[config.mk]
export PLATFORM = sky130hd
export DESIGN_NAME = ozs_cfg
export DESIGN_NICKNAME = d
export VERILOG_FILES = /design/src/ozs_pkg.sv /design/src/ozs_cfg.sv
export SDC_FILE = /design/constraint.sdc
export NUM_CORES = 1
export LEC_CHECK = 0
export ABC_AREA = 1
export ABC_CLOCK_PERIOD_IN_PS = 1700
export BUFFER_PORTS_ARGS = -buffer_cell sky130_fd_sc_hd__buf_2
export CORE_ASPECT_RATIO = 0.9
export CORE_MARGIN = 2
export CORE_UTILIZATION = 54
export DETAILED_ROUTE_END_ITERATION = 12
export GPL_TIMING_DRIVEN = 1
export PLACE_DENSITY_LB_ADDON = 0.3
export SYNTH_ARGS = -nofsm -noshare
export SYNTH_HDL_FRONTEND = slang
export SYNTH_SLANG_ARGS = --single-unit
[constraint.sdc]
create_clock -name clk -period 1.7 [get_ports clk]
set_clock_uncertainty 0.1 [all_clocks]
set_input_delay 0 -clock clk [delete_from_list [all_inputs] [get_ports clk]]
set_output_delay 0 -clock clk [all_outputs]
set_load 0.02 [all_outputs]
[src/ozs_pkg.sv]
// ---------------------------------------------------------------------------
// ozs_pkg
// Types and constants shared by the splat block's modules.
// ---------------------------------------------------------------------------
package ozs_pkg;

  localparam int ROI_SIZE_DEF = 128;

  // 1.0 in Q1.16, reset value of every depth cell
  localparam logic [16:0] DEPTH_ONE = 17'h10000;

  localparam logic [7:0] ROI_RESET = 8'd128;

  // view codes; the unused code behaves as the x-y view
  localparam logic [1:0] VIEW_XY = 2'd0;
  localparam logic [1:0] VIEW_YZ = 2'd1;
  localparam logic [1:0] VIEW_ZX = 2'd2;

  typedef enum logic [2:0] {
    CFG_VIEW      = 3'd0,
    CFG_SCALE_K   = 3'd1,
    CFG_HALF_X    = 3'd2,
    CFG_HALF_Y    = 3'd3,
    CFG_HALF_Z    = 3'd4,
    CFG_INV_DEPTH = 3'd5,
    CFG_ROI_W     = 3'd6,
    CFG_ROI_H     = 3'd7
  } cfg_idx_t;

  // which product the shared multiplier forms
  typedef enum logic [1:0] {
    MS_A = 2'd0,
    MS_B = 2'd1,
    MS_D = 2'd2
  } mul_sel_t;

  typedef struct packed {
    logic [1:0]  view;
    logic [19:0] scale_k;
    logic [14:0] half_len_x;
    logic [14:0] half_len_y;
    logic [14:0] half_len_z;
    logic [23:0] inv_depth_len;
    logic [7:0]  roi_width;
    logic [7:0]  roi_height;
  } cfg_regs_t;

endpackage

[src/ozs_cfg.sv]
// ---------------------------------------------------------------------------
// ozs_cfg
// Configuration register file behind the valid/ready write channel.
// ---------------------------------------------------------------------------
module ozs_cfg
  import ozs_pkg::*;
(
  input  logic        clk,
  input  logic        rst_n,
  input  logic        cfg_valid,
  output logic        cfg_ready,
  input  logic [2:0]  cfg_index,
  input  logic [23:0] cfg_data,
  output cfg_regs_t   regs
);

  cfg_regs_t regs_r;
  cfg_regs_t regs_nxt;
  cfg_idx_t  idx;

  assign cfg_ready = 1'b1;
  assign idx       = cfg_idx_t'(cfg_index);

  always_comb begin
    regs_nxt = regs_r;
    if (cfg_valid) begin
      unique case (idx)
        CFG_VIEW:      regs_nxt.view          = cfg_data[1:0];
        CFG_SCALE_K:   regs_nxt.scale_k       = cfg_data[19:0];
        CFG_HALF_X:    regs_nxt.half_len_x    = cfg_data[14:0];
        CFG_HALF_Y:    regs_nxt.half_len_y    = cfg_data[14:0];
        CFG_HALF_Z:    regs_nxt.half_len_z    = cfg_data[14:0];
        CFG_INV_DEPTH: regs_nxt.inv_depth_len = cfg_data[23:0];
        CFG_ROI_W:     regs_nxt.roi_width     = cfg_data[7:0];
        CFG_ROI_H:     regs_nxt.roi_height    = cfg_data[7:0];
        default:       regs_nxt = regs_r;
      endcase
    end
  end

  always_ff @(posedge clk) begin
    if (!rst_n) begin
      regs_r.view          <= VIEW_XY;
      regs_r.scale_k       <= '0;
      regs_r.half_len_x    <= '0;
      regs_r.half_len_y    <= '0;
      regs_r.half_len_z    <= '0;
      regs_r.inv_depth_len <= '0;
      regs_r.roi_width     <= ROI_RESET;
      regs_r.roi_height    <= ROI_RESET;
    end else begin
      regs_r <= regs_nxt;
    end
  end

  assign regs = regs_r;

endmodule

Word level (Yosys, flattened, before mapping)
Cells that the tools add are included.
Cells by class
  shift-type cells: 0
  bitwise logic cells: 0
  muxes and demuxes: 0
  $add $sub $neg: 0
  reductions and logical operators: 9
  $lt $le $gt $ge: 0
  divide/modulo/power cells: 0
  multipliers: 0
  equality and inequality tests: 7
Operators with widths (count)
  AND reduction 2 bit: 8
  equality test 3 bit (second input constant): 4
  equality test 3 x 2 -> 1 bit (second input constant): 2
  equality test 3 x 1 -> 1 bit (second input constant): 1
  zero test 3 bit: 1
Storage, ports and cells
  latch bits: 0
  register bits: 107
  memories: 0
  output and inout port bits: 108
  memory bits (writable): 0
  bits in read-only memories: 0

Longest topological paths before layout
Gate-level depths: netlist of run 1.
  word-level depth: 2
  gate-level depth with buffers: 6

Worst setup path after synthesis of run 1
OpenSTA, ideal clock, no wires.
  path type: input-to-reg
  from: input cfg_valid
  to: register regs_r, in the netlist regs[80]
  path buffers: 1
  setup time: 113 ps
  cell stages on the path: 6
  arrival: 654 ps
  slack: 834 ps
  required time: 1487 ps
  path through: inv_1 nor2_2 clkbuf_1 nand3_1 nand2_1 nor2_1
Between the ends
  cells in the longest elaborated chain, start to end: 1
RTL lines
  start, declared: line ozs_cfg.sv:10  | input logic cfg_valid,
  AND reduction 2 bit (no line)
  end signal, assigned: line ozs_cfg.sv:52  | regs_r <= regs_nxt;
  end, declared: line ozs_cfg.sv:17  | cfg_regs_t regs_r;
Every way passes these cells.
A chain may end at the register's enable or synchronous reset.

Worst setup path in the final report of run 1
  from: input cfg_index[1]
  to: register regs_r, in the netlist regs[56]
Between the ends
  cells in the longest elaborated chain, start to end: 2
RTL lines
  start, declared: line ozs_cfg.sv:12  | input logic [2:0] cfg_index,
  equality test 3 x 2 -> 1 bit: line ozs_cfg.sv:27  | unique case (idx)
  AND reduction 2 bit (no line)
Every way passes these cells.

==> metrics.md, run 1 <==
| Metric | Value |
|---|---|
| Mapped Avg Cell Area | `between 6 and 7 sq um` |
| Die width | `98.0 microns` |
| Top cell type's share of synthesized area | `0.499` |
| Area growth from synthesis to layout | `26.3%` |
| Vias in the first global route | `4060` |
| CP Capture Point | `regs[56]` |
| Reg area | `2140 sq um` |
| Drt via density | `5.10` |
| Detail Placement HPWL | `~8.0 mm` |
| Die ar. | `a little under 9000 sq um` |
| Slew margin rel. | `0.592` |
| Cell Pwr Density | `911 nW/um^2` |
| # rows | `30` |
| Maxcap violations | `0` |
| Pre-antenna DRT Iters | `5` |
| Nets | `791` |
| Post-DR wirelength/cell | `approximately 14 microns` |
| CTS tree | `yes` |
| CTS Buffer Depth | `2` |
| Mux contribution to synthesized area | `0` |
| Final Hold Slack | `5.86 ps` |
| Worst slew pin tran | `612 ps` |
| Max FFs per register | `107` |
| Max VDD drop | `0.558 mV` |
| Worst-Skew Late Latency | `about 370 ps` |
| Cell Area, Synth | `4290 sq um` |
| Num CTS Buffers | `9` |
| DRC | `0` |
| Fmax | `0.736 GHz` |
| Asr flop ratio synth | `0` |
| Reg-to-reg slack, setup | `980 ps` |
| Leakage | `2.73 nW` |
| Slew Limit Fails | `0` |
| Setup_tns | `0 ps` |
| CP Data Required Time | `1870 ps` |
| Area leader, netlist | `dfxtp_1` |
| Max FO, Critical Path | `15` |
| Core area | `7620 sq um` |
| Synth Flop Type | `dfxtp_1` |
| CP startpoint | `cfg_index[1]` |
| Post-synth EDFFs | `0` |
| Clock network fraction of design power | `0.322` |
| Area of the multi-input gates | `approximately 1800 sq um` |
| Post-DRT Antenna Nets | `0` |
| Compound-gate portion of the synthesized area | `0.00233` |
| Setup violators final | `0` |
| Initial antenna violation count | `0` |
| # fillers | `644` |
| Final WL | `12.1 mm` |
| GP Congestion | `0.778` |
| Port Buffers | `136` |
| Post-synth cell types | `16` |
| Final Hold Fails | `0` |
| YS warnings | `0` |
| Die Y | `88.6 microns` |
| Largest net degree at the start of global routing | `53` |
| WS Path Type | `primary input to flop` |
| Ports | `138` |
| Most common cell in the netlist | `nor2_1` |
| Post-Synth Simple-Gate Area | `0.423` |
| Share of cells above drive strength 1 | `0.227` |
| Seq pwr share | `0.534` |
| Worst EP arrival | `1530 ps` |
| Min cycle time layout | `1360 ps` |
| Synth Area in XOR/XNOR | `0` |
| Synth Register Bits | `approximately 110` |
| Post-cts repair resize count | `0` |
| Top cells by count, synth | `nor2_1 (214), nand2_1 (119), dfxtp_1 (107)` |
| Main combinational cell family by area after synthesis | `simple AND/OR/NAND/NOR gates` |
| Crit share post-route | `0.799` |
| Post-layout util | `0.712` |
| Internal Power | `3.53 mW` |
| GR Overflow Total | `0` |
| Post-Synthesis Cells | `620` |
| Startpoint types | `primary input` |
| RSZ-0062 raised after global routing | `false` |
| Initial Utilization | `0.563` |
| R2R Path Start | `regs[90]` |
| Total Routing Usage GR | `0.279` |
| Critical path capture point type | `flop` |
| Outcome | `finished clean` |
| First-pass GRT wire length | `19.1 mm` |
| # Post-CTS Setup Buffers | `0` |
| Clock Pin Slew Worst Setup and Hold Paths | `100 ps` |
| DR vias | `4398` |
| Syn Nets | `650` |
| Combinational share of power | `0.144` |
| Net switching power figure | `1.41 mW` |
| Net Sw Frac | `0.286` |
| Worst Hold Class | `primary input to flop` |
| Ant diodes | `0` |
| Synth area leaders | `dfxtp_1 (50%), nor2_1 (19%), nand3_1 (12%), nand2_1 (10%), buf_2 (2.6%)` |
| Synth Area in Adders | `0` |
| Initial DRC Count | `approximately 270` |
| Sequential-to-total area share from yosys stat | `0.499` |
| FF-to-FF End | `regs[90]` |
| Root buffer selected by CTS | `clkbuf_8` |
| Hold Path Stages | `5` |
| TritonCTS Sinks | `107` |
| R2R cell count | `2` |
| # H-tree levels | `3` |
## worst min path at each step
stage,from,end
after detailed placement,cfg_data[7],regs[7]
final,cfg_data[2],regs[2]
after CTS,cfg_data[2],regs[2]
after global routing,cfg_valid,regs[7]
after global placement,cfg_data[7],regs[15]
after floorplan,cfg_data[7],regs[15]
## worst max-delay path, stage by stage
cell           delay, ps
dlygate4sd3_1        520
buf_2                150
nand2_1              190
inv_1                410
nand3_1              150
nand2_1               80
nor2_1                40
## cell usage in the layout (no fill, tap or decap), types with 3 or more instances in the layout
cell	netlist	layout
nand2_1	119	119
clkbuf_8	0	9
buf_4	6	9
inv_1	28	28
nand3_1	100	100
nor2_1	214	214
nor2_4	2	3
nor2_2	6	5
buf_12	0	3
dlygate4sd3_1	0	21
dfxtp_1	107	107
buf_2	22	135
## kinds of logic after synthesis
logic type,after synthesis
flops,107
simple gates,442
buf+inv,68
other cells,1
compound gates,2
## what timing repair did
action,4_1_cts,5_1_grt
hold buffers,21,0
setup endpoints to repair,0,0
hold endpoints to repair,56,0
## routing by layer
layer | up-vias | part of all wire | GRT usage
li1 | 2189 | - | -
met1 | 1999 | 0.39 | 0.333
met2 | 194 | 0.49 | 0.493
met3 | 16 | 0.10 | 0.0814
met4 | 0 | 0.014 | 0.0871
met5 | - | 0 | 0
## stage by stage
stage | setup WS (ps) | area [sq um] | cells | power, mW
global placement | 545 | 5010 | 825 | 3.34
floorplan | 834 | 4290 | 620 | 3.14
CTS | 367 | 5420 | 862 | 4.95
detailed placement | 474 | 5010 | 825 | 3.36
finish | 342 | 5420 | 862 | 4.94
global route | 256 | 5420 | 862 | 5.14
## area by class of cell
| type | instances | area share |
|---|---|---|
| Clock buffer | 9 | 0.0228 |
| Clock inverter | 7 | 0.0138 |
| Inverter | 30 | 0.0208 |
| Multi-Input combinational cell | 445 | 0.338 |
| Sequential cell | 107 | 0.395 |
| Tap cell | 96 | 0.0222 |
| Timing Repair Buffer | 168 | 0.187 |
## power by group through the flow
stage	Clock, mW	Sequential (mW)	Combinational [mW]
finish	1.59	2.64	0.711
global route	1.71	2.65	0.780
CTS	1.61	2.64	0.704
detailed placement	0	2.70	0.666
global placement	0	2.69	0.649
floorplan	0	2.80	0.338
No activity file was read; power rests on OpenSTA's default activity.
==> run 2, diff against run 1 <==
--- a/config.mk
+++ b/config.mk
@@ -6,11 +6,11 @@
 export NUM_CORES = 1
 export LEC_CHECK = 0
 export ABC_AREA = 1
-export ABC_CLOCK_PERIOD_IN_PS = 1700
+export ABC_CLOCK_PERIOD_IN_PS = 1100
 export BUFFER_PORTS_ARGS = -buffer_cell sky130_fd_sc_hd__buf_2
 export CORE_ASPECT_RATIO = 0.9
 export CORE_MARGIN = 2
-export CORE_UTILIZATION = 54
+export CORE_UTILIZATION = 46
 export DETAILED_ROUTE_END_ITERATION = 12
 export GPL_TIMING_DRIVEN = 1
 export PLACE_DENSITY_LB_ADDON = 0.3
==> constraint.sdc (replaced) <==
create_clock -name clk -period 1.1 [get_ports clk]
set_clock_uncertainty 0.1 [all_clocks]
set_input_delay 0 -clock clk [delete_from_list [all_inputs] [get_ports clk]]
set_output_delay 0 -clock clk [all_outputs]
set_load 0.02 [all_outputs]
==> metrics.md, run 2 (synthesis results as in run 1) <==
| Metric | Value |
|---|---|
| Area of the multi-input gates | `1850 sq um (was 1840 sq um)` |
| Internal Power | `5.49 mW (was 3.53 mW)` |
| Cell Chain, Critical Path | `buf_2 (was dlygate4sd3_1, buf_2, nand2_1, inv_1, nand3_1, nand2_1, nor2_1)` |
| Critical path capture point type | `output port (was flop)` |
| R2R cell count | `2 (unchanged)` |
| Die ar. | `10100 sq um (was 8680 sq um)` |
| Detail Placement HPWL | `8.08 mm (was 8.05 mm)` |
| Initial DRC Count | `246 (was 268)` |
| Metal-1 WL | `5.16 mm (was 4.74 mm)` |
| WP buf/inv | `1 (was 3)` |
| Initial Utilization | `0.473 (was 0.563)` |
| Min cycle time layout | `1010 ps` |
| R2R Path Start | `regs[42] (was regs[90])` |
| Violated checks | `negative hold slack` |
| Total Routing Usage GR | `0.236 (was 0.279)` |
| Fmax | `between 0.9 and 1 GHz` |
| Drt via density | `4.84 (was 5.10)` |
| Clock network fraction of design power | `0.314 (was 0.322)` |
| Worst-Skew Late Latency | `360 ps (was 370 ps)` |
| Reg area | `2140 sq um (unchanged)` |
| Top Layer Used | `met4 (unchanged)` |
| FF-to-FF End | `regs[42] (was regs[90])` |
| Met3 routed WL | `1.12 mm (was 1.22 mm)` |
| CP Data Required Time | `1000 ps (was 1870 ps)` |
| Slew Limit Fails | `0 (unchanged)` |
| Non-Filler Instances | `895 (was 862)` |
| First-pass GRT wire length | `18.7 mm (was 19.1 mm)` |
| Die Y | `95.6 microns (was 88.6 microns)` |
| # rows | `33 (was 30)` |
| Hold_sp | `cfg_index[1] (was cfg_data[2])` |
| Final Hold Fails | `1 (was 0)` |
| Ports | `138 (unchanged)` |
| TritonCTS Sinks | `107 (unchanged)` |
| Largest net degree at the start of global routing | `70 (was 53)` |
| Combinational share of power | `0.152 (was 0.144)` |
| Vias in the first global route | `3900 (was 4060)` |
| Most common cell after layout, fill and taps aside | `nor2_1 (unchanged)` |
| Max VDD drop | `0.849 mV (was 0.558 mV)` |
| Crit-path slowest cell | `dfxtp_1 (was dlygate4sd3_1)` |
| Ant diodes | `0 (unchanged)` |
| Setup_tns | `0 ps (unchanged)` |
| Worst EP arrival | `910 ps (was 1530 ps)` |
| Biggest cell delay along the critical path | `370 ps (was 520 ps)` |
| Root buffer selected by CTS | `clkbuf_8 (unchanged)` |
| DR vias | `4332 (was 4398)` |
| Crit share post-route | `0.922` |
| Pre-antenna DRT Iters | `5 (unchanged)` |
| # H-tree levels | `3 (unchanged)` |
| GP Congestion | `0.828 (was 0.778)` |
| Cell Pwr Density | `1350 nW/um^2 (was 911 nW/um^2)` |
| RSZ-0062 raised after global routing | `false (unchanged)` |
| Area growth from synthesis to layout | `31.6% (was 26.3%)` |
| # fillers | `836 (was 644)` |
| WL met2 | `5.62 mm (was 5.96 mm)` |
| Num CTS Buffers | `9 (unchanged)` |
| Net switching power figure | `2.14 mW (was 1.41 mW)` |
| Port Buffers | `136 (unchanged)` |
| Net Sw Frac | `0.280 (was 0.286)` |
| Setup violators final | `0 (unchanged)` |
| Post-route cell area | `5650 sq um (was 5420 sq um)` |
| GR Overflow Total | `0 (unchanged)` |
| Post-DRT Antenna Nets | `0 (unchanged)` |
| Clock Pin Slew Worst Setup and Hold Paths | `100 ps (about the same)` |
| Worst Hold Class | `primary input to flop (unchanged)` |
| Final Hold Slack | `-30.8 ps (was 5.86 ps)` |
| Hold Path Stages | `4 (was 5)` |
| Share of cells above drive strength 1 | `0.237 (was 0.227)` |
| Core area | `9080 sq um (was 7620 sq um)` |
| Placed cells | `859 (was 825)` |
| DRC | `0 (unchanged)` |
| Nets | `798 (was 791)` |
| Final WL | `12.0 mm (was 12.1 mm)` |
| Initial antenna violation count | `0 (unchanged)` |
| Post-DR wirelength/cell | `13.5 microns (was 14.0 microns)` |
| WS Path Type | `flop to output port (was primary input to flop)` |
| Outcome | `finished with violations (was finished clean)` |
| Max FO, Critical Path | `2 (was 15)` |
| Reg-to-reg slack, setup | `370 ps (was 980 ps)` |
| Commonest cells after routing, fill and taps aside | `nor2_1 (214), buf_2 (135), nand2_1 (118), dfxtp_1 (107), nand3_1 (100) (was nor2_1 (214), buf_2 (135), nand2_1 (119), dfxtp_1 (107), nand3_1 (100))` |
| Startpoint types | `flop (was primary input)` |
| # Post-CTS Setup Buffers | `0 (unchanged)` |
| CP delay by family, top | `flip-flops (was buffers and inverters)` |
| CTS Buffer Depth | `2 (unchanged)` |
| Seq pwr share | `0.535 (was 0.534)` |
| Max FFs per register | `107 (unchanged)` |
| Maxcap violations | `0 (unchanged)` |
| Die width | `106 microns (was 98.0 microns)` |
| Leakage | `2.80 nW (was 2.73 nW)` |
| CTS tree | `yes (unchanged)` |
| Placed cell area | `5240 sq um (was 5010 sq um)` |
| Worst hold path endpoint | `regs[15] (was regs[2])` |
[run 2: cell types whose count changed in the layout (fill, tap and decap cells not counted)]
cell           previous run  this run
clkinvlp_4                0         2
nand2_2                   1         2
inv_6                     2         1
clkbuf_16                 0         1
buf_4                     9         7
clkinv_4                  2         0
dlygate4sd3_1            21        19
buf_12                    3        13
nor2_2                    5         3
nor2_4                    3         5
nand2_1                 119       118
clkbuf_1                  0         1
[run 2: metrics by stage]
step	utilization	setup WS (ps)	hold WS [ps]	power, mW
after detailed placement	0.576	4.62	179	5.26
final	0.622	85.6	-30.8	7.63
after global placement	0.576	10.4	172	5.24
after global routing	0.622	43.2	16.5	7.97
after floorplan	-	234	26.2	4.85
after CTS	0.618	54.1	0.00769	7.66
[run 2: worst max-delay path by stage]
stage / startpoint / to / cells after the start / slack [ps]
final: regs[35] / regs[35] / 1 / 90
after global routing: regs[86] / regs[86] / 1 / 40
after CTS: cfg_index[1] / regs[77] / 7 / 50
after detailed placement: cfg_index[2] / regs[87] / 7 / 5
after global placement: cfg_index[2] / regs[104] / 7 / 10
after floorplan: cfg_valid / regs[80] / 6 / 230
[run 2: power groups by stage]
stage	clock network, mW	logic, mW	registers [mW]
floorplan	0	0.522	4.33
global placement	0	1.08	4.16
detailed placement	0	1.09	4.17
CTS	2.44	1.15	4.08
global route	2.60	1.28	4.10
finish	2.39	1.16	4.08
[run 2: final cells by class]
| cell class | count | share of cell area |
|---|---|---|
| Timing Repair Buffer | 175 | 0.213 |
| Tap cell | 122 | 0.0270 |
| Multi-Input combinational cell | 445 | 0.327 |
| Sequential cell | 107 | 0.379 |
| Clock buffer | 10 | 0.0226 |
| Clock inverter | 6 | 0.0113 |
| Inverter | 30 | 0.0199 |
[run 2: metal layers]
layer / up-vias / GRT usage
met5: - / 0
met4: 0 / 0.0559
met3: 11 / 0.0636
met2: 166 / 0.405
met1: 1951 / 0.300
li1: 2204 / -
[run 2: repair_timing]
action / 4_1_cts / 5_1_grt
hold buffers: 19 / 1
endpoints found under the hold margin: 63 / 1
resized for setup: 0 / 2
endpoints found under the setup margin: 0 / 14
