### src/ozs_pkg.sv
// ---------------------------------------------------------------------------
// ozs_pkg
// Types and constants shared by the splat block's modules.
// ---------------------------------------------------------------------------
package ozs_pkg;

  localparam int ROI_SIZE_DEF = 128;

  // 1.0 in Q1.16, reset value of every depth cell
  localparam logic [16:0] DEPTH_ONE = 17'h10000;

  localparam logic [7:0] ROI_RESET = 8'd128;

  // view codes; the unused code behaves as the x-y view
  localparam logic [1:0] VIEW_XY = 2'd0;
  localparam logic [1:0] VIEW_YZ = 2'd1;
  localparam logic [1:0] VIEW_ZX = 2'd2;

  typedef enum logic [2:0] {
    CFG_VIEW      = 3'd0,
    CFG_SCALE_K   = 3'd1,
    CFG_HALF_X    = 3'd2,
    CFG_HALF_Y    = 3'd3,
    CFG_HALF_Z    = 3'd4,
    CFG_INV_DEPTH = 3'd5,
    CFG_ROI_W     = 3'd6,
    CFG_ROI_H     = 3'd7
  } cfg_idx_t;

  // which product the shared multiplier forms
  typedef enum logic [1:0] {
    MS_A = 2'd0,
    MS_B = 2'd1,
    MS_D = 2'd2
  } mul_sel_t;

  typedef struct packed {
    logic [1:0]  view;
    logic [19:0] scale_k;
    logic [14:0] half_len_x;
    logic [14:0] half_len_y;
    logic [14:0] half_len_z;
    logic [23:0] inv_depth_len;
    logic [7:0]  roi_width;
    logic [7:0]  roi_height;
  } cfg_regs_t;

endpackage

### src/ozs_proj.sv
// ---------------------------------------------------------------------------
// ozs_proj
// Shared multiplier with pixel rounding/clamping and depth saturation.
// ---------------------------------------------------------------------------
module ozs_proj
  import ozs_pkg::*;
#(
  parameter int ROI_SIZE = ROI_SIZE_DEF
) (
  input  logic                        clk,
  input  logic                        mul_en,
  input  mul_sel_t                    mul_sel,
  input  logic signed [15:0]          pos_x,
  input  logic signed [15:0]          pos_y,
  input  logic signed [15:0]          pos_z,
  input  cfg_regs_t                   regs,
  output logic [$clog2(ROI_SIZE)-1:0] pix,
  output logic [16:0]                 depth
);

  localparam int CW = $clog2(ROI_SIZE);
  localparam int SW = $clog2(ROI_SIZE + 1);
  localparam int EW = SW + 8;
  localparam logic [SW-1:0] ROI_S = SW'(ROI_SIZE);
  localparam logic [EW-1:0] ROI_E = EW'(ROI_SIZE);

  logic signed [17:0] x_p, x_n, y_p, y_n, z_p, z_n;
  logic signed [17:0] a_v, b_v, d_v;
  logic signed [17:0] op1;
  logic signed [24:0] op2;
  logic signed [42:0] prod_r;
  mul_sel_t           prod_sel_r;

  logic signed [42:0] rnd;
  logic [18:0]        q;
  logic [EW-1:0]      rw_e, rh_e;
  logic [SW-1:0]      w_sz, h_sz, sz, lim, p, off, sum;
  logic [30:0]        n;

  // signed axis terms, 18 bits covers -32768..65535
  always_comb begin
    x_p = $signed({{2{pos_x[15]}}, pos_x}) + $signed({3'b000, regs.half_len_x});
    x_n = $signed({3'b000, regs.half_len_x}) - $signed({{2{pos_x[15]}}, pos_x});
    y_p = $signed({{2{pos_y[15]}}, pos_y}) + $signed({3'b000, regs.half_len_y});
    y_n = $signed({3'b000, regs.half_len_y}) - $signed({{2{pos_y[15]}}, pos_y});
    z_p = $signed({{2{pos_z[15]}}, pos_z}) + $signed({3'b000, regs.half_len_z});
    z_n = $signed({3'b000, regs.half_len_z}) - $signed({{2{pos_z[15]}}, pos_z});
  end

  always_comb begin
    unique case (regs.view)
      VIEW_YZ: begin
        a_v = y_n; b_v = z_p; d_v = x_n;
      end
      VIEW_ZX: begin
        a_v = z_p; b_v = x_p; d_v = y_n;
      end
      default: begin
        a_v = x_p; b_v = y_n; d_v = z_p;
      end
    endcase
  end

  always_comb begin
    unique case (mul_sel)
      MS_B: begin
        op1 = b_v; op2 = $signed({5'b00000, regs.scale_k});
      end
      MS_D: begin
        op1 = d_v; op2 = $signed({1'b0, regs.inv_depth_len});
      end
      default: begin
        op1 = a_v; op2 = $signed({5'b00000, regs.scale_k});
      end
    endcase
  end

  always_ff @(posedge clk) begin
    if (mul_en) begin
      prod_r     <= op1 * op2;
      prod_sel_r <= mul_sel;
    end
  end

  // region size clamped to 1..ROI_SIZE
  always_comb begin
    rw_e = {{SW{1'b0}}, regs.roi_width};
    rh_e = {{SW{1'b0}}, regs.roi_height};
    if (regs.roi_width == 8'd0) begin
      w_sz = SW'(1);
    end else if (rw_e > ROI_E) begin
      w_sz = ROI_S;
    end else begin
      w_sz = rw_e[SW-1:0];
    end
    if (regs.roi_height == 8'd0) begin
      h_sz = SW'(1);
    end else if (rh_e > ROI_E) begin
      h_sz = ROI_S;
    end else begin
      h_sz = rh_e[SW-1:0];
    end
  end

  // round half up, clamp, then shift into the centered region
  always_comb begin
    sz  = (prod_sel_r == MS_B) ? h_sz : w_sz;
    lim = sz - SW'(1);
    rnd = prod_r + 43'sh800000;
    q   = rnd[42:24];
    if (rnd[42]) begin
      p = '0;
    end else if (q > {{(19 - SW){1'b0}}, lim}) begin
      p = lim;
    end else begin
      p = q[SW-1:0];
    end
    off = (ROI_S - sz) >> 1;
    sum = off + p;
    pix = sum[CW-1:0];
  end

  // depth floored at 0, saturated at 1.0
  always_comb begin
    n = prod_r[42:12];
    if (prod_r[42]) begin
      depth = '0;
    end else if (n > {14'd0, DEPTH_ONE}) begin
      depth = DEPTH_ONE;
    end else begin
      depth = n[16:0];
    end
  end

endmodule

### config.mk
export PLATFORM = sky130hd
export DESIGN_NAME = ozs_proj
export DESIGN_NICKNAME = d
export VERILOG_FILES = /design/src/ozs_pkg.sv /design/src/ozs_proj.sv
export SDC_FILE = /design/constraint.sdc
export NUM_CORES = 1
export LEC_CHECK = 0
export BUFFER_PORTS_ARGS = -buffer_cell sky130_fd_sc_hd__buf_2
export CAP_MARGIN = 20
export CORE_ASPECT_RATIO = 2
export CORE_MARGIN = 5
export CORE_UTILIZATION = 60
export DETAILED_ROUTE_END_ITERATION = 6
export HOLD_SLACK_MARGIN = 0.1
export PLACE_DENSITY = 0.8
export REMOVE_ABC_BUFFERS = 1
export SYNTH_ARGS = -nofsm -noshare
export SYNTH_HDL_FRONTEND = slang
export SYNTH_SLANG_ARGS = --single-unit
### constraint.sdc
create_clock -name clk -period 23.4 [get_ports clk]
set_clock_uncertainty 0.2 [all_clocks]
set_input_delay 4.68 -clock clk [delete_from_list [all_inputs] [get_ports clk]]
set_output_delay 4.68 -clock clk [all_outputs]
set_load 0.01 [all_outputs]
; ---- Word-level counts from Yosys, hierarchy flattened
; Index checks and enable logic that the tools add are counted.
[word_totals]
wordCells = 36
ff_bits = 45
[op_classes]
add_sub_neg = 8
eq_ne = 5
order_cmp = 4
n_reduce_logical = 2
mul = 1
n_mux = 14
[op_table]
columns = operator, count
row1 = $pmux 18 s2, 4
row2 = $add 43x25->43 const B, 1
row3 = $mul 18x25->43, 1
row4 = $mux 8, 5
row5 = $add 16x16->17, 2
row6 = $mux 17, 2
row7 = $sub 16x16->17, 2
row8 = $gt 31x17->1 const B, 1
row9 = $mux 24, 1
row10 = $gt 19x8->1, 1
row11 = $gt 8x8->1 const B, 2
row12 = $logic_not 8->1, 2
row13 = $mux 7, 2
row14 = $sub 8x1->8 const B, 1
row15 = $sub 8x8->8 const A, 1
row16 = $add 7x7->7, 1
row17 = $eq 2x1->1 const B, 3
row18 = $eq 2x2->1 const B, 2

; ---- Depth between registers and ports, before layout
; Gate-level depths: netlist of the first run.
[logic_depth]
ltp_word = 9
mapped_depth = 37

; ---- Worst setup path after synthesis of the first run
; No wires, ideal clock.
[synth_timing]
kind = in2out
startpoint = in regs[1] (netlist bit)
endpoint = out pix[6]
setup_slack_ps = 9559
required_time_ps = 18520
cell_stages = 26
arrival_time_ps = 8961
path_cell_list = nor4_1 -> a21oi_1 -> nor3_1 -> a21oi_1 -> ha_1 -> ha_1 -> nor2b_1 -> o21a_1 -> o21a_1 -> o21a_1 -> o211ai_1 -> a21oi_1 -> or4_1 -> buf_2 -> nor2_1 -> a21oi_1 -> nor2_1 -> ha_1 -> inv_1 -> fa_1 -> inv_1 -> a21oi_1 -> o21bai_1 -> a21o_1 -> a21oi_1 -> xnor2_1
[synth_via]
elab_chain_len = 9
elab_cells_between_ends = 11
cone_classes = add/sub (3) / order compare (2) / mux (5) / reduce/logical (1)
[synth_lines]
columns = element, line_no
row1 = start: declaration, ozs_proj.sv:16  ; input cfg_regs_t regs,
row2 = $gt 8x8->1, ozs_proj.sv:98  ; end else if (rh_e > ROI_E) begin
row3 = $mux 8, ozs_proj.sv:98
row4 = $mux 8 *, ozs_proj.sv:96  ; if (regs.roi_height == 8'd0) begin
row5 = $mux 8 *, ozs_proj.sv:107  ; sz = (prod_sel_r == MS_B) ? h_sz : w_sz;
row6 = $sub 8x1->8, ozs_proj.sv:108  ; lim = sz - SW'(1);
row7 = $gt 19x8->1, ozs_proj.sv:113  ; end else if (q > {{(19 - SW){1'b0}}, lim}) begin
row8 = $mux 7, ozs_proj.sv:113
row9 = $mux 7, ozs_proj.sv:111  ; if (rnd[42]) begin
row10 = $add 7x7->7 *, ozs_proj.sv:119  ; sum = off + p;
row11 = end: declaration, ozs_proj.sv:17  ; output logic [$clog2(ROI_SIZE)-1:0] pix,
; Mark *: on every way between the ends. The rest lies on a longest branch, timed or not.

; ---- Final worst setup path of the first run
; Ends and elaborated chain as after synthesis.

==> metrics.txt, run 1 <==
# TYPE chip_impl_metric gauge
chip_impl_info{name="slowest_stage",value="sky130_fd_sc_hd__or4_1"} 1
chip_impl_metric{name="seq_area_frac_synth",unit="%"} 4.69
chip_impl_metric{name="drive_above_1_share",unit="%"} 10.6
chip_impl_metric{name="timing_worst_slew_pin_value",unit="ps"} 980
chip_impl_metric{name="timing.setup.tns",unit="ps"} 0
chip_impl_metric{name="setup_viol",unit=""} 0
chip_impl_metric{name="detail-route-antenna-nets",unit=""} 0
chip_impl_metric{name="placed_cells",unit=""} 3091
chip_impl_metric{name="globalplace.congestion",unit=""} 0.993
chip_impl_info{name="startpoint_type",value="input pin"} 1
chip_impl_info{name="most_instantiated_flip_flop_cell_in_the_synthesis_netlist",value="sky130_fd_sc_hd__edfxtp_1"} 1
chip_impl_metric{name="synthCells",unit=""} 2554
chip_impl_metric{name="place.detailed.hpwl",unit="mm"} 54.5
chip_impl_metric{name="drt-total-wl",unit="mm"} 65.8
chip_impl_metric{name="final_net_count",unit=""} 3389
chip_impl_metric{name="detail_route.vias_per_cell",unit=""} 6.22
chip_impl_metric{name="synthesis.yosys.warnings",unit=""} 0
chip_impl_metric{name="layout_worst_path_cycle_share",unit="%"} 61.9
chip_impl_info{name="run_status",value="completed"} 1
chip_impl_metric{name="clock_path_buffers",unit=""} 2
chip_impl_metric{name="fillerInstances",unit=""} 3052
chip_impl_info{name="timing.critical_path.mode_cell",value="sky130_fd_sc_hd__a21oi_1"} 1
chip_impl_info{name="hold_class",value="input pin to flip-flop"} 1
chip_impl_metric{name="netlist_area",unit="sq um"} 21100
chip_impl_info{name="synth.top_cells.by_area",value="sky130_fd_sc_hd__fa_1, sky130_fd_sc_hd__ha_1, sky130_fd_sc_hd__inv_1, sky130_fd_sc_hd__nand2_1, sky130_fd_sc_hd__edfxtp_1"} 1
chip_impl_metric{name="synth_top_cell_area_share",unit="%"} 33.7
chip_impl_metric{name="dr.pass1.iters",unit=""} 5
chip_impl_metric{name="dieArea",unit="sq um"} 39300
chip_impl_metric{name="clk_pin_slew",unit="ps"} 50
chip_impl_metric{name="post_cts.resized_instances",unit=""} 0
chip_impl_metric{name="grtUsageMet2",unit="%"} 63.2
chip_impl_metric{name="antenna_found_initial",unit=""} 1
chip_impl_metric{name="maximum_number_of_pins_on_one_net_before_global_route_repair",unit=""} 68
chip_impl_metric{name="vias",unit=""} 19300
chip_impl_metric{name="post_drt_wl_per_cell",unit="um"} 21.2
chip_impl_metric{name="overflow",unit=""} 0
chip_impl_metric{name="synth-edff-count",unit=""} 33
chip_impl_info{name="critical_path.endpoint_type",value="primary output"} 1
chip_impl_metric{name="drc",unit=""} 0
chip_impl_info{name="tritoncts",value="built"} 1
chip_impl_info{name="cts.root.buffer_cell",value="sky130_fd_sc_hd__clkbuf_16"} 1
chip_impl_metric{name="grt.met3_usage",unit="%"} 4.58
chip_impl_metric{name="min_period",unit="ps"} 14470
chip_impl_metric{name="cts_num_sinks",unit=""} 33
chip_impl_metric{name="yosys_register_bits",unit=""} 33
chip_impl_metric{name="fin_ws",unit="ps"} 8930
chip_impl_metric{name="timing.critical_path.arrival",unit="ps"} 9590
chip_impl_metric{name="grt.total_usage",unit="%"} 34.0
chip_impl_metric{name="worst-path-max-fanout",unit=""} 13
chip_impl_metric{name="max-slew-margin-rel",unit="%"} 34.4
chip_impl_metric{name="area.growth.synth_to_final",unit="%"} 6.69
chip_impl_metric{name="synthArstFlopShare",unit="%"} 0
chip_impl_metric{name="final_hold_viol_count",unit=""} 0
chip_impl_metric{name="grtUsageMet1",unit="%"} 31.5
chip_impl_info{name="worst_hold_path.endpoint",value="prod_sel_r[0]"} 1
chip_impl_metric{name="die_y",unit="um"} 275
chip_impl_metric{name="fmax",unit="MHz"} 69.1
chip_impl_metric{name="place_ws",unit="ps"} 8980
chip_impl_metric{name="pin_count",unit=""} 183
chip_impl_metric{name="synth_area_per_cell",unit="sq um"} 8.28
chip_impl_info{name="criticalPathCategory",value="input pin to primary output"} 1
chip_impl_metric{name="postCtsSetupRepairBufs",unit=""} 0
chip_impl_metric{name="depth_of_the_worst_hold_timing_path",unit=""} 1
chip_impl_metric{name="detail_route.iter0.violations",unit=""} 1079
chip_impl_info{name="holdCritStartpoint",value="mul_sel[0]"} 1
chip_impl_metric{name="synth_cell_type_count",unit=""} 92
chip_impl_metric{name="insertedDiodeCount",unit=""} 0
chip_impl_metric{name="layout.cells.non_filler",unit=""} 3100
chip_impl_metric{name="grt_pass1_vias",unit=""} 21300
chip_impl_metric{name="die_w",unit="um"} 143
chip_impl_metric{name="htree_levels",unit=""} 2
chip_impl_metric{name="maxCapViolations",unit=""} 0
chip_impl_info{name="synth_most_common_cell",value="sky130_fd_sc_hd__inv_1"} 1
chip_impl_metric{name="core.rowCount",unit=""} 97
chip_impl_metric{name="tritoncts.num_buffers",unit=""} 5
chip_impl_metric{name="critical-path-max-stage-delay",unit="ps"} 720
chip_impl_metric{name="core_area",unit="sq um"} 35000
chip_impl_metric{name="first_pass_grt_wire_length",unit="mm"} 105
chip_impl_metric{name="postCtsHoldBufs",unit=""} 0
chip_impl_metric{name="initial_core_util",unit="%"} 60.5
chip_impl_info{name="rsz0062_at_grt",value="false"} 1
chip_impl_info{name="synth_top_cell_by_area",value="sky130_fd_sc_hd__fa_1"} 1
chip_impl_info{name="grt_busiest_layer",value="met2"} 1
chip_impl_info{name="ys_top_cells_by_count",value="sky130_fd_sc_hd__inv_1, sky130_fd_sc_hd__fa_1, sky130_fd_sc_hd__nand2_1"} 1
chip_impl_metric{name="cp.required",unit="ps"} 18520
chip_impl_metric{name="place.port_buffers",unit=""} 182
chip_impl_metric{name="timing.final.max_slew_violations",unit=""} 0
## layout make-up
| cell class | instances | area [sq um] | area share (%) |
|---|---|---|---|
| Clock buffer | 5 | 125 | 0.555 |
| Clock inverter | 3 | 41.3 | 0.183 |
| Inverter | 515 | 1930 | 8.57 |
| Multi-Input combinational cell | 1889 | 17800 | 78.9 |
| Sequential cell | 33 | 991 | 4.39 |
| Tap cell | 445 | 557 | 2.47 |
| Timing Repair Buffer | 210 | 1120 | 4.97 |
## metrics by stage
step	instance area [sq um]	util (%)	hold slack [ps]
CTS	22500	64.5	4410
global placement	22400	64.0	4690
global route	22600	64.5	4410
floorplan	20700	-	4580
finish	22600	64.5	4420
detailed placement	22400	64.0	4690
## how the worst max path moves through the flow
stage                from          to  slack, ps  cells after the start
3_3_place_gp     pos_x[1]  prod_r[42]       9060                     33
6_report          regs[1]      pix[6]       8930                     27
3_5_place_dp     pos_x[1]  prod_r[42]       8980                     33
5_1_grt          pos_x[1]  prod_r[41]       8580                     33
4_1_cts           regs[1]      pix[6]       8980                     27
2_1_floorplan  mul_sel[0]  prod_r[42]       8990                     29
## layout by cell type (no fill, tap or decap), types with 32 or more instances in the layout
| cell | synthesis | layout |
|---|---|---|
| sky130_fd_sc_hd__edfxtp_1 | 33 | 33 |
| sky130_fd_sc_hd__ha_1 | 220 | 219 |
| sky130_fd_sc_hd__nor2_1 | 139 | 139 |
| sky130_fd_sc_hd__xnor2_1 | 69 | 69 |
| sky130_fd_sc_hd__nor3_1 | 49 | 49 |
| sky130_fd_sc_hd__o21ai_0 | 66 | 65 |
| sky130_fd_sc_hd__nand4_1 | 35 | 35 |
| sky130_fd_sc_hd__inv_1 | 515 | 515 |
| sky130_fd_sc_hd__fa_1 | 356 | 356 |
| sky130_fd_sc_hd__a21o_1 | 35 | 35 |
| sky130_fd_sc_hd__xor2_1 | 32 | 32 |
| sky130_fd_sc_hd__a21oi_1 | 112 | 112 |
| sky130_fd_sc_hd__nand2_1 | 318 | 318 |
| sky130_fd_sc_hd__and2_1 | 66 | 66 |
| sky130_fd_sc_hd__buf_2 | 19 | 182 |
## flip-flops by register name, indices dropped and copies added (netlist names)
register    cells
prod_r         31
prod_sel_r      2
## worst max-delay path, delay by kind of cell
family / cells / cell delay, ps
buffers and inverters: 4 / 380
XOR/XNOR: 1 / 160
adder cells (fa/ha/maj): 4 / 1270
AO/OA/AOI/OAI: 12 / 1540
AND/OR/NAND/NOR: 6 / 1550
## cells by family after synthesis
| kind of cell | Yosys count | share of synthesized area (%) |
|---|---|---|
| mux | 47 | 2.41 |
| xor+xnor | 102 | 4.26 |
| fa+ha+maj | 576 | 46.7 |
| buf+inv | 632 | 11.4 |
| other cells | 1 | 0.0177 |
| flops | 33 | 4.69 |
| compound gates | 419 | 13.8 |
| simple gates | 744 | 16.6 |
## layer usage
layer	share of wire [%]	wire length (um)
met2	53	34700
met4	11	7220
met5	0.021	14
met1	30	19600
met3	6.5	4270
Power of run 1 is left out: the tool's default activity adds up to more than one toggle a clock period on the data nets, which glitch-free logic cannot reach.
==> run 2: changes to the inputs <==
Clock period 23.4 ns to 14.8 ns, I/O delays scaled along.
==> metrics.txt, run 2 (synthesized netlist as in run 1, its figures left out) <==
# TYPE chip_impl_metric gauge
chip_impl_info{name="run_status",value="completed"} 1
chip_impl_info{name="top_register",value="prod_r"} 1
chip_impl_info{name="startpoint_type",value="input pin"} 1
chip_impl_info{name="rsz0062_at_grt",value="false"} 1
chip_impl_metric{name="grt.total_usage",unit="%"} 34.2
chip_impl_info{name="worst_setup_path_startpoint",value="pos_x[1]"} 1
chip_impl_metric{name="area.growth.synth_to_final",unit="%"} 6.90
chip_impl_metric{name="wirelength_met1",unit="mm"} 20.1
chip_impl_metric{name="antenna_found_initial",unit=""} 2
chip_impl_metric{name="place.port_buffers",unit=""} 182
chip_impl_metric{name="tritoncts.num_buffers",unit=""} 5
chip_impl_metric{name="vias",unit=""} 19100
chip_impl_info{name="critical_path.endpoint_type",value="flip-flop"} 1
chip_impl_metric{name="dr.pass1.iters",unit=""} 6
chip_impl_info{name="mostFrequentLayoutCell",value="sky130_fd_sc_hd__inv_1"} 1
chip_impl_metric{name="drive_above_1_share",unit="%"} 10.7
chip_impl_info{name="hold_class",value="input pin to flip-flop"} 1
chip_impl_metric{name="dieArea",unit="sq um"} 39300
chip_impl_metric{name="detail_route.iter0.violations",unit=""} 1179
chip_impl_metric{name="cts_num_sinks",unit=""} 33
chip_impl_metric{name="post_drt_wl_per_cell",unit="um"} 21.5
chip_impl_metric{name="critical-path-max-stage-delay",unit="ps"} 650
chip_impl_metric{name="maximum_number_of_pins_on_one_net_before_global_route_repair",unit=""} 59
chip_impl_info{name="tritoncts",value="built"} 1
chip_impl_metric{name="htree_levels",unit=""} 2
chip_impl_metric{name="globalplace.congestion",unit=""} 1.00
chip_impl_metric{name="timing.final.max_slew_violations",unit=""} 0
chip_impl_metric{name="fillerInstances",unit=""} 3011
chip_impl_metric{name="cp.buffers_inverters",unit=""} 6
chip_impl_metric{name="multi_input_comb_area",unit="sq um"} 17800
chip_impl_metric{name="wl_met3",unit="mm"} 3.83
chip_impl_metric{name="min_period",unit="ps"} 12690
chip_impl_metric{name="die_w",unit="um"} 143
chip_impl_metric{name="met2RoutedLength",unit="mm"} 35.6
chip_impl_metric{name="initial_core_util",unit="%"} 60.5
chip_impl_metric{name="place.detailed.hpwl",unit="mm"} 56.1
chip_impl_metric{name="first_pass_grt_wire_length",unit="mm"} 105
chip_impl_metric{name="core.rowCount",unit=""} 97
chip_impl_metric{name="grt_pass1_vias",unit=""} 21200
chip_impl_info{name="top_library_cells_by_usage_in_the_layout_fill_and_taps_aside",value="sky130_fd_sc_hd__inv_1, sky130_fd_sc_hd__fa_1, sky130_fd_sc_hd__nand2_1"} 1
chip_impl_metric{name="clock_path_buffers",unit=""} 2
chip_impl_metric{name="detail_route.vias_per_cell",unit=""} 6.16
chip_impl_info{name="cts.root.buffer_cell",value="sky130_fd_sc_hd__clkbuf_16"} 1
chip_impl_metric{name="drc",unit=""} 0
chip_impl_metric{name="core_area",unit="sq um"} 35000
chip_impl_info{name="critPathTopFamily",value="adder cells"} 1
chip_impl_metric{name="register_area",unit="sq um"} 991
chip_impl_info{name="top_layer_used",value="met4"} 1
chip_impl_metric{name="layout_worst_path_cycle_share",unit="%"} 85.7
chip_impl_metric{name="largest_reg_flops",unit=""} 31
chip_impl_metric{name="timing_worst_slew_pin_value",unit="ps"} 1130
chip_impl_metric{name="maxCapViolations",unit=""} 0
chip_impl_metric{name="postCtsHoldBufs",unit=""} 0
chip_impl_metric{name="overflow",unit=""} 0
chip_impl_metric{name="final_hold_viol_count",unit=""} 0
chip_impl_metric{name="setup_viol",unit=""} 0
chip_impl_metric{name="worst-path-max-fanout",unit=""} 9
chip_impl_info{name="slowest_stage",value="sky130_fd_sc_hd__nor2_1"} 1
chip_impl_info{name="timing.critical_path.mode_cell",value="sky130_fd_sc_hd__fa_1"} 1
chip_impl_info{name="reg.largest.list",value="prod_r x31, prod_sel_r x2"} 1
chip_impl_info{name="criticalPathCategory",value="input pin to flip-flop"} 1
chip_impl_metric{name="pin_count",unit=""} 183
chip_impl_metric{name="die_y",unit="um"} 275
chip_impl_metric{name="detail-route-antenna-nets",unit=""} 0
chip_impl_metric{name="postCtsSetupRepairBufs",unit=""} 0
chip_impl_metric{name="clk_pin_slew",unit="ps"} 50
chip_impl_metric{name="post_cts.resized_instances",unit=""} 0
chip_impl_metric{name="cp.required",unit="ps"} 14620
chip_impl_metric{name="final_net_count",unit=""} 3391
chip_impl_metric{name="max-slew-margin-rel",unit="%"} 24.4
chip_impl_metric{name="drt-total-wl",unit="mm"} 66.8
chip_impl_info{name="holdCritStartpoint",value="mul_sel[0]"} 1
chip_impl_metric{name="timing.setup.tns",unit="ps"} 0
chip_impl_metric{name="fmax",unit="MHz"} 78.8
chip_impl_metric{name="timing.critical_path.arrival",unit="ps"} 12510
[run 2: changes by cell type in the layout (fill, tap and decap cells not counted), sizes merged]
cell and change:
buf +3, clkbuf -1, diode +1
[run 2: path summary, 6_finish.rpt]
check | end | slack (ps) | cells past startpoint
worst max-delay path | prod_r[42] | 2110 | 33
worst min-delay path | prod_sel_r[0] | 2700 | 1
[run 2: layer usage]
layer  GRT usage (%)  up-vias
met1            31.8     9305
met2            64.2      967
met3            3.71      403
met4            29.3        0
met5               0        -
li1                -     8443
[run 2: per-stage QoR]
step	area, sq um	hold slack [ps]	cells	util [%]	worst slack [ps]
floorplan	20700	2860	2437	-	2110
global placement	22400	2970	3093	64.1	2240
detailed placement	22400	2980	3093	64.1	1970
CTS	22600	2690	3101	64.6	2270
global route	22600	2690	3102	64.6	1710
finish	22600	2700	3103	64.6	2110
[run 2: layout make-up]
cell class	instances	share of cell area (%)
Antenna cell	1	0.0111
Tap cell	445	2.46
Timing Repair Buffer	212	5.12
Clock inverter	3	0.205
Multi-Input combinational cell	1889	78.7
Sequential cell	33	4.39
Clock buffer	5	0.554
Inverter	515	8.55
Power of run 2 is left out for the same reason.
==> run 3: changes to the inputs <==
Settings changed: CELL_PAD_IN_SITES_DETAIL_PLACEMENT set to 1, CELL_PAD_IN_SITES_GLOBAL_PLACEMENT set to 2, CORE_UTILIZATION 60 to 39, PLACE_DENSITY 0.8 to unset, PLACE_DENSITY_LB_ADDON set to 0.1.
==> metrics.txt, run 3 (synthesized netlist as in run 1, its figures left out) <==
# TYPE chip_impl_metric gauge
chip_impl_info{name="run_status",value="completed"} 1
chip_impl_metric{name="initial_core_util",unit="%"} 39.4
chip_impl_metric{name="globalplace.congestion",unit=""} 0.878
chip_impl_metric{name="placed_cells",unit=""} 3314
chip_impl_metric{name="detail-route-antenna-nets",unit=""} 0
chip_impl_metric{name="first_pass_grt_wire_length",unit="mm"} 124
chip_impl_metric{name="maximum_number_of_pins_on_one_net_before_global_route_repair",unit=""} 82
chip_impl_metric{name="layout.cells.non_filler",unit=""} 3324
chip_impl_metric{name="worst-path-max-fanout",unit=""} 24
chip_impl_metric{name="depth_of_the_worst_hold_timing_path",unit=""} 1
chip_impl_metric{name="detail_route.iter0.violations",unit=""} 776
chip_impl_metric{name="htree_levels",unit=""} 2
chip_impl_metric{name="area.growth.synth_to_final",unit="%"} 8.19
chip_impl_info{name="top_library_cells_by_usage_in_the_layout_fill_and_taps_aside",value="sky130_fd_sc_hd__inv_1, sky130_fd_sc_hd__fa_1, sky130_fd_sc_hd__nand2_1"} 1
chip_impl_info{name="startpoint_type",value="input pin"} 1
chip_impl_info{name="tritoncts",value="built"} 1
chip_impl_metric{name="fillerInstances",unit=""} 6521
chip_impl_metric{name="timing.setup.tns",unit="ps"} 0
chip_impl_metric{name="drt-total-wl",unit="mm"} 80.0
chip_impl_metric{name="pin_count",unit=""} 183
chip_impl_info{name="worst_hold_path.endpoint",value="prod_sel_r[0]"} 1
chip_impl_metric{name="grtUsageMet1",unit="%"} 27.0
chip_impl_metric{name="cp.required",unit="ps"} 14630
chip_impl_metric{name="place.detailed.hpwl",unit="mm"} 67.6
chip_impl_metric{name="critical-path-max-stage-delay",unit="ps"} 870
chip_impl_metric{name="maxCapViolations",unit=""} 0
chip_impl_metric{name="dr.pass1.iters",unit=""} 5
chip_impl_info{name="slowest_stage",value="sky130_fd_sc_hd__o21ai_2"} 1
chip_impl_info{name="hold_class",value="input pin to flip-flop"} 1
chip_impl_metric{name="tritoncts.num_buffers",unit=""} 5
chip_impl_metric{name="timing.final.max_slew_violations",unit=""} 0
chip_impl_metric{name="dieArea",unit="sq um"} 59200
chip_impl_metric{name="antenna_found_initial",unit=""} 1
chip_impl_info{name="top_register",value="prod_r"} 1
chip_impl_info{name="rsz0062_at_grt",value="false"} 1
chip_impl_metric{name="die_y",unit="um"} 339
chip_impl_info{name="grt_busiest_layer",value="met2"} 1
chip_impl_info{name="reg.largest.list",value="prod_r x31, prod_sel_r x2"} 1
chip_impl_info{name="timing.critical_path.mode_cell",value="sky130_fd_sc_hd__fa_1"} 1
chip_impl_metric{name="min_period",unit="ps"} 12920
chip_impl_metric{name="timing.critical_path.arrival",unit="ps"} 12760
chip_impl_metric{name="grt.met3_usage",unit="%"} 2.10
chip_impl_metric{name="overflow",unit=""} 0
chip_impl_metric{name="place.port_buffers",unit=""} 182
chip_impl_metric{name="vias",unit=""} 18800
chip_impl_metric{name="cts_num_sinks",unit=""} 33
chip_impl_metric{name="max-slew-margin-rel",unit="%"} 27.8
chip_impl_metric{name="core.rowCount",unit=""} 120
chip_impl_metric{name="post_cts.resized_instances",unit=""} 0
chip_impl_info{name="critical_path.endpoint_type",value="flip-flop"} 1
chip_impl_metric{name="core_area",unit="sq um"} 53600
chip_impl_metric{name="detail_route.vias_per_cell",unit=""} 5.66
chip_impl_info{name="mostFrequentLayoutCell",value="sky130_fd_sc_hd__inv_1"} 1
chip_impl_metric{name="drive_above_1_share",unit="%"} 10.5
chip_impl_metric{name="setup_viol",unit=""} 0
chip_impl_metric{name="clk_pin_slew",unit="ps"} 60
chip_impl_metric{name="grt.total_usage",unit="%"} 27.1
chip_impl_metric{name="postCtsSetupRepairBufs",unit=""} 0
chip_impl_metric{name="drc",unit=""} 0
chip_impl_metric{name="largest_reg_flops",unit=""} 31
chip_impl_info{name="criticalPathCategory",value="input pin to flip-flop"} 1
chip_impl_metric{name="clock_path_buffers",unit=""} 2
chip_impl_metric{name="fmax",unit="MHz"} 77.4
chip_impl_metric{name="timing_worst_slew_pin_value",unit="ps"} 1080
chip_impl_metric{name="postCtsHoldBufs",unit=""} 0
chip_impl_metric{name="post_drt_wl_per_cell",unit="um"} 24.1
chip_impl_metric{name="grtUsageMet2",unit="%"} 54.1
chip_impl_metric{name="die_w",unit="um"} 175
chip_impl_metric{name="layout_worst_path_cycle_share",unit="%"} 87.3
chip_impl_metric{name="final_hold_viol_count",unit=""} 0
chip_impl_info{name="holdCritStartpoint",value="mul_sel[0]"} 1
chip_impl_metric{name="final_net_count",unit=""} 3386
chip_impl_info{name="cts.root.buffer_cell",value="sky130_fd_sc_hd__clkbuf_16"} 1
chip_impl_metric{name="grt_pass1_vias",unit=""} 21900
==> run 3: worst max-delay path by stage <==
stage / end / slack [ps] / cells after the start / startpoint
floorplan: prod_r[42] / 2110 / 29 / mul_sel[0]
global placement: prod_r[42] / 1770 / 31 / pos_x[1]
detailed placement: prod_r[42] / 1550 / 31 / pos_x[1]
CTS: prod_r[42] / 1860 / 31 / pos_x[1]
global route: prod_r[42] / 1490 / 31 / pos_x[1]
finish: prod_r[42] / 1880 / 31 / pos_x[1]
==> run 3: layer usage <==
layer,up-vias,share of wire (%)
met3,207,3.1
met2,521,56
met4,0,6.8
li1,8433,-
met1,9664,34
met5,-,0
==> run 3: area by class of cell <==
cell class	count	area (sq um)	share of cell area, %
multi-input cells	1889	17800	77.9
inverters	515	1930	8.45
repair buffers	207	1120	4.91
flip-flops and latches	33	991	4.33
well taps	671	840	3.67
clock buffers	6	129	0.564
clock inverters	2	33.8	0.148
diodes	1	2.50	0.0109
==> run 3: per-stage QoR <==
stage | hold WS, ps | util [%] | worst slack [ps] | cell area (sq um)
final | 2700 | 42.7 | 1880 | 22900
after CTS | 2700 | 42.6 | 1860 | 22800
after global routing | 2700 | 42.7 | 1490 | 22900
after floorplan | 2860 | - | 2110 | 20700
after detailed placement | 2990 | 42.3 | 1550 | 22700
after global placement | 2980 | 42.3 | 1770 | 22700
==> run 3: worst max-delay path, delay by kind of cell <==
family | cells | cell delay, ps
simple gates | 3 | 600
fa+ha+maj | 8 | 3790
buf+inv | 5 | 350
xor+xnor | 1 | 110
compound gates | 14 | 4920
Power of run 3 is left out for the same reason.
